File: config.mk
export PLATFORM = sky130hd
export DESIGN_NAME = arp_cache_table
export DESIGN_NICKNAME = d
export VERILOG_FILES = /design/src/rtl/arpc_pkg.sv /design/src/rtl/arpc_cam.sv /design/src/rtl/arpc_engine.sv /design/src/rtl/arp_cache_table.sv
export SDC_FILE = /design/constraint.sdc
export NUM_CORES = 2
export LEC_CHECK = 0
export BUFFER_PORTS_ARGS = -buffer_cell sky130_fd_sc_hd__buf_4
export CORE_UTILIZATION = 40
export DETAILED_ROUTE_END_ITERATION = 10
export GPL_ROUTABILITY_DRIVEN = 0
export PLACE_DENSITY = 0.66
export SLEW_MARGIN = 10
export SYNTH_ARGS = -nofsm -noshare
export SYNTH_HDL_FRONTEND = slang
export SYNTH_SLANG_ARGS = --single-unit
File: constraint.sdc
create_clock -name clk -period 9 [get_ports clk]
set_input_delay 1.35 -clock clk [delete_from_list [all_inputs] [get_ports clk]]
set_output_delay 1.35 -clock clk [all_outputs]
set_load 0.05 [all_outputs]
File: src/rtl/arpc_pkg.sv
package arpc_pkg;

  localparam int TableDepthDef = 16;

  localparam int CfgAddrW = 4;
  localparam int CfgDataW = 64;

  localparam logic [CfgAddrW-1:0] ADDR_HOST_IP  = 4'h0;
  localparam logic [CfgAddrW-1:0] ADDR_HOST_MAC = 4'h8;

  typedef enum logic [1:0] {
    REQ_LOOKUP = 2'd0,
    REQ_INSERT = 2'd1,
    REQ_UPDATE = 2'd2,
    REQ_DELETE = 2'd3
  } req_kind_t;

  typedef enum logic [1:0] {
    ST_DONE      = 2'd0,
    ST_NOT_FOUND = 2'd1,
    ST_PRESENT   = 2'd2,
    ST_FULL      = 2'd3
  } status_t;

  typedef struct packed {
    logic [1:0]  req_type;
    logic [31:0] req_ip;
    logic [47:0] req_mac;
  } req_t;

  typedef struct packed {
    logic [1:0]  status;
    logic [47:0] result_mac;
  } rsp_t;

  // table write commands from the engine, at most one set per cycle
  typedef struct packed {
    logic add;
    logic set_mac;
    logic clr;
    logic set_local;
  } tbl_op_t;

  // CAM search summary for the item in the input register
  typedef struct packed {
    logic        ip_any;
    logic        del_any;
    logic        free_any;
    logic [47:0] hit_mac;
  } cam_look_t;

endpackage

File: src/rtl/arpc_cam.sv
module arpc_cam
  import arpc_pkg::*;
#(
  parameter int TABLE_DEPTH = TableDepthDef
) (
  input  logic        clk,
  input  logic        rst,
  input  logic [31:0] req_ip,
  input  logic [47:0] req_mac,
  input  tbl_op_t     op,
  output cam_look_t   look
);

  logic [TABLE_DEPTH-1:0] valid;
  logic [31:0]            ent_ip  [TABLE_DEPTH];
  logic [47:0]            ent_mac [TABLE_DEPTH];

  logic [TABLE_DEPTH-1:0] ip_vec, del_vec, free_vec;
  logic [TABLE_DEPTH-1:0] ip_oh, del_oh, free_oh;
  logic [TABLE_DEPTH-1:0] one;
  logic [47:0]            hit_mac;

  assign one = {{(TABLE_DEPTH-1){1'b0}}, 1'b1};

  always_comb begin
    for (int i = 0; i < TABLE_DEPTH; i++) begin
      ip_vec[i]  = valid[i] && (ent_ip[i] == req_ip);
      del_vec[i] = ip_vec[i] && (ent_mac[i] == req_mac);
    end
  end

  assign free_vec = ~valid;

  // lowest set bit
  assign ip_oh   = ip_vec & (~ip_vec + one);
  assign del_oh  = del_vec & (~del_vec + one);
  assign free_oh = free_vec & (~free_vec + one);

  always_comb begin
    hit_mac = '0;
    for (int i = 0; i < TABLE_DEPTH; i++) begin
      hit_mac = hit_mac | (ip_oh[i] ? ent_mac[i] : 48'd0);
    end
  end

  assign look.ip_any   = |ip_vec;
  assign look.del_any  = |del_vec;
  assign look.free_any = |free_vec;
  assign look.hit_mac  = hit_mac;

  always_ff @(posedge clk) begin
    if (rst) begin
      valid <= '0;
    end else begin
      for (int i = 0; i < TABLE_DEPTH; i++) begin
        if (op.add && free_oh[i]) begin
          valid[i] <= 1'b1;
        end else if (op.clr && del_oh[i]) begin
          valid[i] <= 1'b0;
        end
      end
    end
  end

  always_ff @(posedge clk) begin
    for (int i = 0; i < TABLE_DEPTH; i++) begin
      if (op.add && free_oh[i]) begin
        ent_ip[i]  <= req_ip;
        ent_mac[i] <= req_mac;
      end else if (op.set_mac && ip_oh[i]) begin
        ent_mac[i] <= req_mac;
      end
    end
  end

`ifndef ASSERT_OFF
  a_ip_unique: assert property (@(posedge clk) disable iff (rst) $onehot0(ip_vec))
    else $error("arpc_cam: one IP held by several valid entries");
  a_add_grows: assert property (@(posedge clk) disable iff (rst)
    op.add |=> $countones(valid) == $past($countones(valid)) + 1)
    else $error("arpc_cam: insert did not fill exactly one slot");
  a_clr_shrinks: assert property (@(posedge clk) disable iff (rst)
    op.clr |=> $countones(valid) + 1 == $past($countones(valid)))
    else $error("arpc_cam: delete did not free exactly one slot");
  a_add_has_room: assert property (@(posedge clk) disable iff (rst)
    op.add |-> look.free_any && !look.ip_any)
    else $error("arpc_cam: insert issued without a free slot or on a duplicate");
`endif

endmodule

File: src/rtl/arpc_engine.sv
module arpc_engine
  import arpc_pkg::*;
(
  input  logic        clk,
  input  logic        rst,
  input  logic        req_vld,
  input  req_t        req_q,
  input  logic [31:0] host_ip,
  input  logic [47:0] host_mac_cur,
  input  cam_look_t   look,
  output tbl_op_t     op,
  output logic        rsp_vld,
  output rsp_t        rsp_q
);

  logic    local_hit;
  status_t status_next;
  logic [47:0] mac_next;
  tbl_op_t op_raw;

  assign local_hit = (req_q.req_ip == host_ip);

  always_comb begin
    status_next = ST_NOT_FOUND;
    mac_next    = '0;
    op_raw      = '0;
    case (req_kind_t'(req_q.req_type))
      REQ_LOOKUP: begin
        if (local_hit) begin
          status_next = ST_DONE;
          mac_next    = host_mac_cur;
        end else if (look.ip_any) begin
          status_next = ST_DONE;
          mac_next    = look.hit_mac;
        end
      end
      REQ_INSERT: begin
        if (local_hit || look.ip_any) begin
          status_next = ST_PRESENT;
        end else if (look.free_any) begin
          status_next = ST_DONE;
          op_raw.add  = 1'b1;
        end else begin
          status_next = ST_FULL;
        end
      end
      REQ_UPDATE: begin
        if (local_hit) begin
          status_next      = ST_DONE;
          op_raw.set_local = 1'b1;
        end else if (look.ip_any) begin
          status_next    = ST_DONE;
          op_raw.set_mac = 1'b1;
        end
      end
      REQ_DELETE: begin
        if (look.del_any) begin
          status_next = ST_DONE;
          op_raw.clr  = 1'b1;
        end
      end
      default: begin
        status_next = ST_NOT_FOUND;
      end
    endcase
  end

  assign op = req_vld ? op_raw : '0;

  always_ff @(posedge clk) begin
    if (rst) begin
      rsp_vld <= 1'b0;
    end else begin
      rsp_vld <= req_vld;
    end
  end

  always_ff @(posedge clk) begin
    if (req_vld) begin
      rsp_q.status     <= status_next;
      rsp_q.result_mac <= mac_next;
    end
  end

`ifndef ASSERT_OFF
  a_op_single: assert property (@(posedge clk) disable iff (rst) $onehot0(op))
    else $error("arpc_engine: more than one table write in a cycle");
  a_op_needs_item: assert property (@(posedge clk) disable iff (rst)
    (op != '0) |-> req_vld)
    else $error("arpc_engine: table write without an item");
  a_mac_zero: assert property (@(posedge clk) disable iff (rst)
    rsp_vld && (rsp_q.status != ST_DONE) |-> rsp_q.result_mac == 48'd0)
    else $error("arpc_engine: MAC returned on a failed request");
`endif

endmodule

File: src/rtl/arp_cache_table.sv
// An item taken on start is registered in req_q; the engine then registers its result into rsp with done.
// Throughput: one item per cycle; busy stays low, the CAM searches all entries at once.
// Each result is on rsp for exactly one cycle; the receiver cannot stall.
// Reset (rst, synchronous): all entries invalid, both host address registers and
// the local entry's MAC cleared; no clearing pass, ready on the cycle after reset.
module arp_cache_table
  import arpc_pkg::*;
#(
  parameter int TABLE_DEPTH = TableDepthDef
) (
  input  logic                clk,
  input  logic                rst,
  input  logic                start,
  output logic                busy,
  input  req_t                req,
  output logic                done,
  output rsp_t                rsp,
  input  logic                psel,
  input  logic                penable,
  input  logic                pwrite,
  input  logic [CfgAddrW-1:0] paddr,
  input  logic [CfgDataW-1:0] pwdata,
  output logic [CfgDataW-1:0] prdata,
  output logic                pready
);

  logic        req_vld;
  req_t        req_q;
  logic [31:0] host_ip;
  logic [47:0] host_mac;
  logic [47:0] host_mac_cur, host_mac_cur_next;
  logic        cfg_wr;
  tbl_op_t     op;
  cam_look_t   look;

  assign busy   = 1'b0;
  assign pready = 1'b1;
  assign cfg_wr = psel && penable && pwrite && pready;

  always_ff @(posedge clk) begin
    if (rst) begin
      req_vld <= 1'b0;
    end else begin
      req_vld <= start && !busy;
    end
  end

  always_ff @(posedge clk) begin
    if (start && !busy) begin
      req_q <= req;
    end
  end

  always_comb begin
    host_mac_cur_next = host_mac_cur;
    if (cfg_wr && paddr == ADDR_HOST_MAC) begin
      host_mac_cur_next = pwdata[47:0];
    end else if (op.set_local) begin
      host_mac_cur_next = req_q.req_mac;
    end
  end

  always_ff @(posedge clk) begin
    if (rst) begin
      host_ip      <= '0;
      host_mac     <= '0;
      host_mac_cur <= '0;
    end else begin
      if (cfg_wr && paddr == ADDR_HOST_IP) begin
        host_ip <= pwdata[31:0];
      end
      if (cfg_wr && paddr == ADDR_HOST_MAC) begin
        host_mac <= pwdata[47:0];
      end
      host_mac_cur <= host_mac_cur_next;
    end
  end

  always_comb begin
    case (paddr)
      ADDR_HOST_IP:  prdata = {32'd0, host_ip};
      ADDR_HOST_MAC: prdata = {16'd0, host_mac};
      default:       prdata = '0;
    endcase
  end

  arpc_cam #(
    .TABLE_DEPTH(TABLE_DEPTH)
  ) u_cam (
    .clk     (clk),
    .rst     (rst),
    .req_ip  (req_q.req_ip),
    .req_mac (req_q.req_mac),
    .op      (op),
    .look    (look)
  );

  arpc_engine u_engine (
    .clk          (clk),
    .rst          (rst),
    .req_vld      (req_vld),
    .req_q        (req_q),
    .host_ip      (host_ip),
    .host_mac_cur (host_mac_cur),
    .look         (look),
    .op           (op),
    .rsp_vld      (done),
    .rsp_q        (rsp)
  );

`ifndef ASSERT_OFF
  a_done_follows: assert property (@(posedge clk) disable iff (rst)
    (start && !busy) |=> ##1 done)
    else $error("arpc top: item produced no result");
  a_local_upd: assert property (@(posedge clk) disable iff (rst)
    op.set_local && !cfg_wr |=> host_mac_cur == $past(req_q.req_mac))
    else $error("arpc top: local MAC update lost");
  a_cfg_mac: assert property (@(posedge clk) disable iff (rst)
    cfg_wr && paddr == ADDR_HOST_MAC |=> host_mac_cur == host_mac)
    else $error("arpc top: local MAC write not mirrored");
`endif

endmodule

Word-level counts from Yosys, hierarchy flattened:

Memories as Yosys holds them, arrays and structs flattened.
Index checks and enable logic that the tools add are counted.

* memories kept: 2
* bits in writable memories: 1280
* register bits after elaboration: 278
* logic and storage cells: 500
* output and inout bits: 117
* bits of input ports: 156

Memories
* u_cam.ent_mac: words 16, width 48, read ports 16, clocked after memory_dff 0, wr ports 1, RTL line arpc_cam.sv:16 `logic [47:0] ent_mac [TABLE_DEPTH];`
* u_cam.ent_ip: words 16, width 32, read ports 16, clocked after memory_dff 0, wr ports 1, RTL line arpc_cam.sv:15 `logic [31:0] ent_ip [TABLE_DEPTH];`

* add/sub/neg operators: 3
* muxes and demuxes: 256
* equality and inequality tests: 37
* reduce and logical (&&, ||, !) cells: 138
* bitwise logic cells: 38

Operators with widths (count)
* 2-to-1 mux 48 bit: 51
* equality test 48 bit: 16
* bitwise OR 48 bit: 15
* OR reduction 48 bit: 15
* equality test 32 bit: 17
* 2-to-1 mux 32 bit: 15
* OR reduction 32 bit: 15
* 2-to-1 mux 1 bit: 154
* 2-to-1 mux 4 bit: 31
* case mux 48 bit (2 select lines): 1
* logical AND 1 bit: 84
* inverter 16 bit: 4
* adder 16 x 1 -> 16 bit (second input constant): 3
* AND 16 bit: 3
* OR reduction 16 bit: 3
* nonzero test 2 bit: 17
* bitwise OR 1 bit: 16
* 2-to-1 mux 2 bit: 3
* case mux 2 bit (3 select lines): 1
* equality test 2 bit (second input constant): 2
* equality test 4 bit (second input constant): 1
* zero test 4 bit: 1
* equality test 2 x 1 -> 1 bit (second input constant): 1
* zero test 2 bit: 1
* other kinds (2): 2

Depth between registers and ports, before layout:

An unclocked memory read counts as a cell.

* depth after elaboration: 29
* mapped depth: 13
* mapped depth without buffers: 8

Hierarchy:

From an unflattened synthesis, not the netlist that was laid out.

* cell total of the unflattened synthesis: 5338
* area total of the unflattened synthesis: 72040.3 µm²

By module, submodules not included
* arpc_cam: times used 1, cells each 4383, area an instance 60671.9 µm², seq. area each 38757.2 µm²
* arp_cache_table: times used 1, cells each 680, area an instance 8424.3 µm², seq. area each 5044.8 µm²
* arpc_engine: times used 1, cells each 275, area an instance 2944.1 µm², seq. area each 1521.5 µm²

Least setup slack after synthesis:

Ideal clock, no wire load.

* kind: register -> register
* start: register, netlist name req_q[79]
* end: memory u_cam.ent_mac[8][0] (netlist: u_cam.ent_mac[1][0]), enable pin
* required time: 8.414 ns
* setup time: 0.586 ns
* arrival time: 7.374 ns
* stages on the path, launching flop included: 12
* slack: 1.041 ns
* path through: edfxtp_1 -> buf_2 -> xor2_1 -> nor4_1 -> nand4_1 -> or4_1 -> clkbuf_1 -> and3b_1 -> clkbuf_1 -> clkinv_1 -> o21ai_1 -> o41ai_1

* cells in the longest elaborated chain, start to end: 28
* elaborated cells between the ends (all ways): 217
* those cells by class: 1 x add/sub; 17 x eq/ne; 116 x mux; 18 x bitwise; 65 x reduce/logical

RTL lines (RTL line)
* parallel branches: the longest is 28 deep, another holds adder 16 x 1 -> 16 bit
* end, declared: arpc_cam.sv:16

Parallel ways; which one is timed is not known.

Worst setup path after layout:

* start: register, netlist name req_q[76]
* end: memory u_cam.ent_ip[13][13] (netlist: u_cam.ent_ip[1][173]), enable pin

* cells in the longest elaborated chain, start to end: 26
* elaborated cells between the ends (all ways): 131
* those cells by class: 17 x eq/ne; 65 x mux; 49 x reduce/logical

RTL lines
* equality test 32 bit: RTL line arpc_cam.sv:27 `ip_vec[i] = valid[i] && (ent_ip[i] == req_ip);`
* logical AND 1 bit: RTL line arpc_cam.sv:27
* OR reduction 16 bit: RTL line arpc_cam.sv:46 `assign look.ip_any = |ip_vec;`
* logical OR 1 bit *: RTL line arpc_engine.sv:38 `if (local_hit || look.ip_any) begin`
* 2-to-1 mux 1 bit *: RTL line arpc_engine.sv:38
* 2-to-1 mux 1 bit *: RTL line arpc_engine.sv:27 `case (req_kind_t'(req_q.req_type))`
* 2-to-1 mux 4 bit *: RTL line arpc_engine.sv:68 `assign op = req_vld ? op_raw : '0;`
* logical AND 1 bit: RTL line arpc_cam.sv:67 `if (op.add && free_oh[i]) begin`
* 2-to-1 mux 1 bit: RTL line arpc_cam.sv:67
* 2-to-1 mux 1 bit (not written as such): RTL line arpc_cam.sv:68 `ent_ip[i] <= req_ip;`
* OR reduction 32 bit (no source line)
* 2-to-1 mux 4 bit (no source line) / 2-to-1 mux 1 bit (equally long branches) (15 in a row)
* end, declared: RTL line arpc_cam.sv:15

Every way passes the cells marked *; elsewhere a longest branch is shown, timed or not.

==> summary.txt <==
Status
  • Status: complete, no violations

CTS
  • CTS Hold Bufs: 0
  • Worst skew pair latency: 0.82 ns
  • Clock transition at path regs: 0.06 ns
  • Clock Path Buffers: 3
  • Post-CTS Resized: 0
  • Clk sinks: 1558
  • Post-CTS setup buffer count: 0
  • H-tree Lvls: 4
  • CTS tree: done
  • Clock root cell: clkbuf_16
  • Num CTS Buffers: 157

Detailed routing
  • DRT Pass-1 Iters: 7
  • Vias post-DR: 49000
  • Drt via density: 6.06
  • DR WL/cell: 30.6 um
  • Antenna Nets Post-Route: 0
  • Total Wirelength: 247 mm
  • # DRC: 0
  • DR iter-0 viols: 7175

Timing
  • RSZ-0062 raised after global routing: false
  • Worst Clk Skew: 0.0296 ns
  • Final period util: 70.2%
  • Pins Over Slew Limit: 0
  • Final-report hold violation count: 0
  • Total negative slack: 0 ns
  • Final min period: 6.31 ns
  • Actual slew at the worst max-slew pin: 1.25 ns
  • Max-slew headroom: 16.8%
  • Final Setup Violations: 0
  • Worst hold margin: 0.452 ns
  • Top achievable clock speed: 158 MHz

Pwr
  • Static Leak: 0.0268 uW
  • Power Density: 192 nW/um^2
  • Max IR drop VDD: 0.179 mV
  • Total power: 15700 uW

Yosys
  • Avg Cell Area, Syn: 13.4 sq um
  • Post-synthesis sequential area ratio: 62.6%
  • Yosys reg bits: 1558
  • Synth warn: 0
  • Synth area leader: edfxtp_1
  • Ys flop type: edfxtp_1
  • Yosys top cell area share: 58.5%
  • Cells after Synth: 5417
  • Ranking of synthesized cells by area: edfxtp_1 59%, xor2_1 11%, xnor2_1 5.2%
  • Yosys cell types: 66
  • Async SR Flop Fraction: 0%
  • Post-synth EDFFs: 1412
  • Synthesized cell area: 72400 sq um

Die
  • Starting Density: 40.4%
  • Die area: 183000 sq um
  • Total core area: 179000 sq um
  • Row count: 155
  • Die outline width: 428 um
  • I/O pins: 273
  • Vert. Die Dim: 428 um

Critical path
  • Crit end category: flip-flop
  • Crit start category: flip-flop
  • Setup CP Type: flip-flop to flip-flop
  • Crit Path Max Fanout: 58
  • Worst path most repeated cell: buf_4
  • CP max-delay cell: clkinv_1
  • Slowest stage delay, CP: 0.99 ns
  • Critical path required time: 9.20 ns
  • R2R cell count: 12
  • Crit path DAT: 6.52 ns
  • Cell Chain, Critical Path: buf_4 > buf_4 > xor2_1 > nor4_1 > nand4_1 > nor4_4 > buf_4 > nor3_2 > buf_4 > and4_1 > nand4_1 > clkinv_1

Placement
  • DP HPWL: 163 mm
  • Inst Count DP: 7787
  • Count of input and output buffers: 238

Layout
  • FILL cells: 15900
  • Core Util, Final: 45.7%
  • Commonest non-fill, non-tap cell in the layout: edfxtp_1
  • Share of cells above drive strength 1: 13.3%
  • Final nets: 5747
  • Area delta synth->final: 13.1%
  • Final std cells w/o fill: 8080
  • Most frequent cells in the layout: 1412 x edfxtp_1, 883 x xor2_1, 427 x xnor2_1

Global routing
  • Vias in the first global route: 45500
  • Grt total ovfl: 0
  • First-pass GRT wire length: 341 mm
  • Tot GR Track Use: 26.3%
  • Initial antenna violation count: 10
  • Largest net degree at the start of global routing: 102

Flow run
  • Max-cap violations: 0

Hold path
  • WHS Path Cells: 0
  • Worst hold-check path type: flip-flop to flip-flop
-- worst paths after layout --
path	slack, ns	start	endpoint
max reg2reg	2.69	req_q[76]	u_cam.ent_ip[1][173]
max	2.69	req_q[76]	u_cam.ent_ip[1][173]
min	0.45	req_q[54]	u_cam.ent_ip[0][230]
min reg2reg	0.45	req_q[54]	u_cam.ent_ip[0][230]
-- sequential cells by signal (all words and copies together) (netlist names) --
register and count:
u_cam.ent_mac 768, u_cam.ent_ip 512, req_q 82, u_engine.rsp_q 50, host_mac 48, host_mac_cur 48
host_ip 32, u_cam.valid 16, req_vld 1, u_engine.rsp_vld 1
-- where the power goes --
part	leakage, uW	internal [uW]	switching [uW]
Combinational	0.0105	348	846
Clock	0.00244	3560	2900
Sequential	0.0139	7990	54.4
-- synth_stat cells, drive strengths merged, types with 4 or more instances --
library cell  count
mux2             48
xnor2           427
nand3           126
nand4b            4
nor3             38
edfxtp         1412
o21ai             9
o32a             48
a22o             32
xor2            883
clkbuf          193
o22ai             5
or4               6
nand2           383
nor4            248
dfxtp           146
a22oi            51
buf             224
a32o             47
a221oi           99
o2111a           47
nor2             78
nand4           263
nand2b            6
mux2i            96
a21oi           139
o22a             47
a32oi            48
and3             30
and2              8
inv             122
o31ai            58
and4              5
and4b             4
-- metrics by stage --
step	setup WS [ns]	cell area [sq um]
global placement	3.05	76900
floorplan	1.04	72500
detailed placement	2.86	76900
global route	2.40	81900
CTS	2.83	81900
finish	2.69	81900
-- critical path, delay by kind of cell, from the launching register on --
family                 cells  cell delay [ns]
buffers and inverters      5             2.68
flip-flops                 1             0.92
AND/OR/NAND/NOR            6             1.91
XOR/XNOR                   1             0.11
-- final cells by class --
| type | instances | area [sq um] | area share [%] |
|---|---|---|---|
| tap | 2355 | 2950 | 3.60 |
| clock inverter | 91 | 744 | 0.909 |
| multi-input combinational | 3335 | 25000 | 30.6 |
| antenna | 2 | 5.00 | 0.00611 |
| clock buffer | 200 | 4220 | 5.15 |
| timing repair buffer | 416 | 3160 | 3.86 |
| sequential | 1558 | 45300 | 55.3 |
| inverter | 123 | 462 | 0.564 |
-- cell families after synthesis --
| family | count (synthesis) | synth area share (%) |
|---|---|---|
| compound gates | 654 | 7.27 |
| xor+xnor | 1310 | 15.8 |
| simple gates | 1209 | 8.73 |
| buf+inv | 540 | 3.49 |
| other cells | 2 | 0.0104 |
| mux | 144 | 2.07 |
| flops | 1558 | 62.6 |
-- per-layer routing --
| layer | global-route usage, % | up-vias | part of all wire [%] |
|---|---|---|---|
| met5 | 0 | - | 0.023 |
| met4 | 12.1 | 8 | 5.2 |
| met3 | 7.22 | 516 | 12 |
| met2 | 39.0 | 3223 | 44 |
| met1 | 35.7 | 24600 | 39 |
| li1 | - | 20600 | - |
No activity file was read; power rests on OpenSTA's default activity.
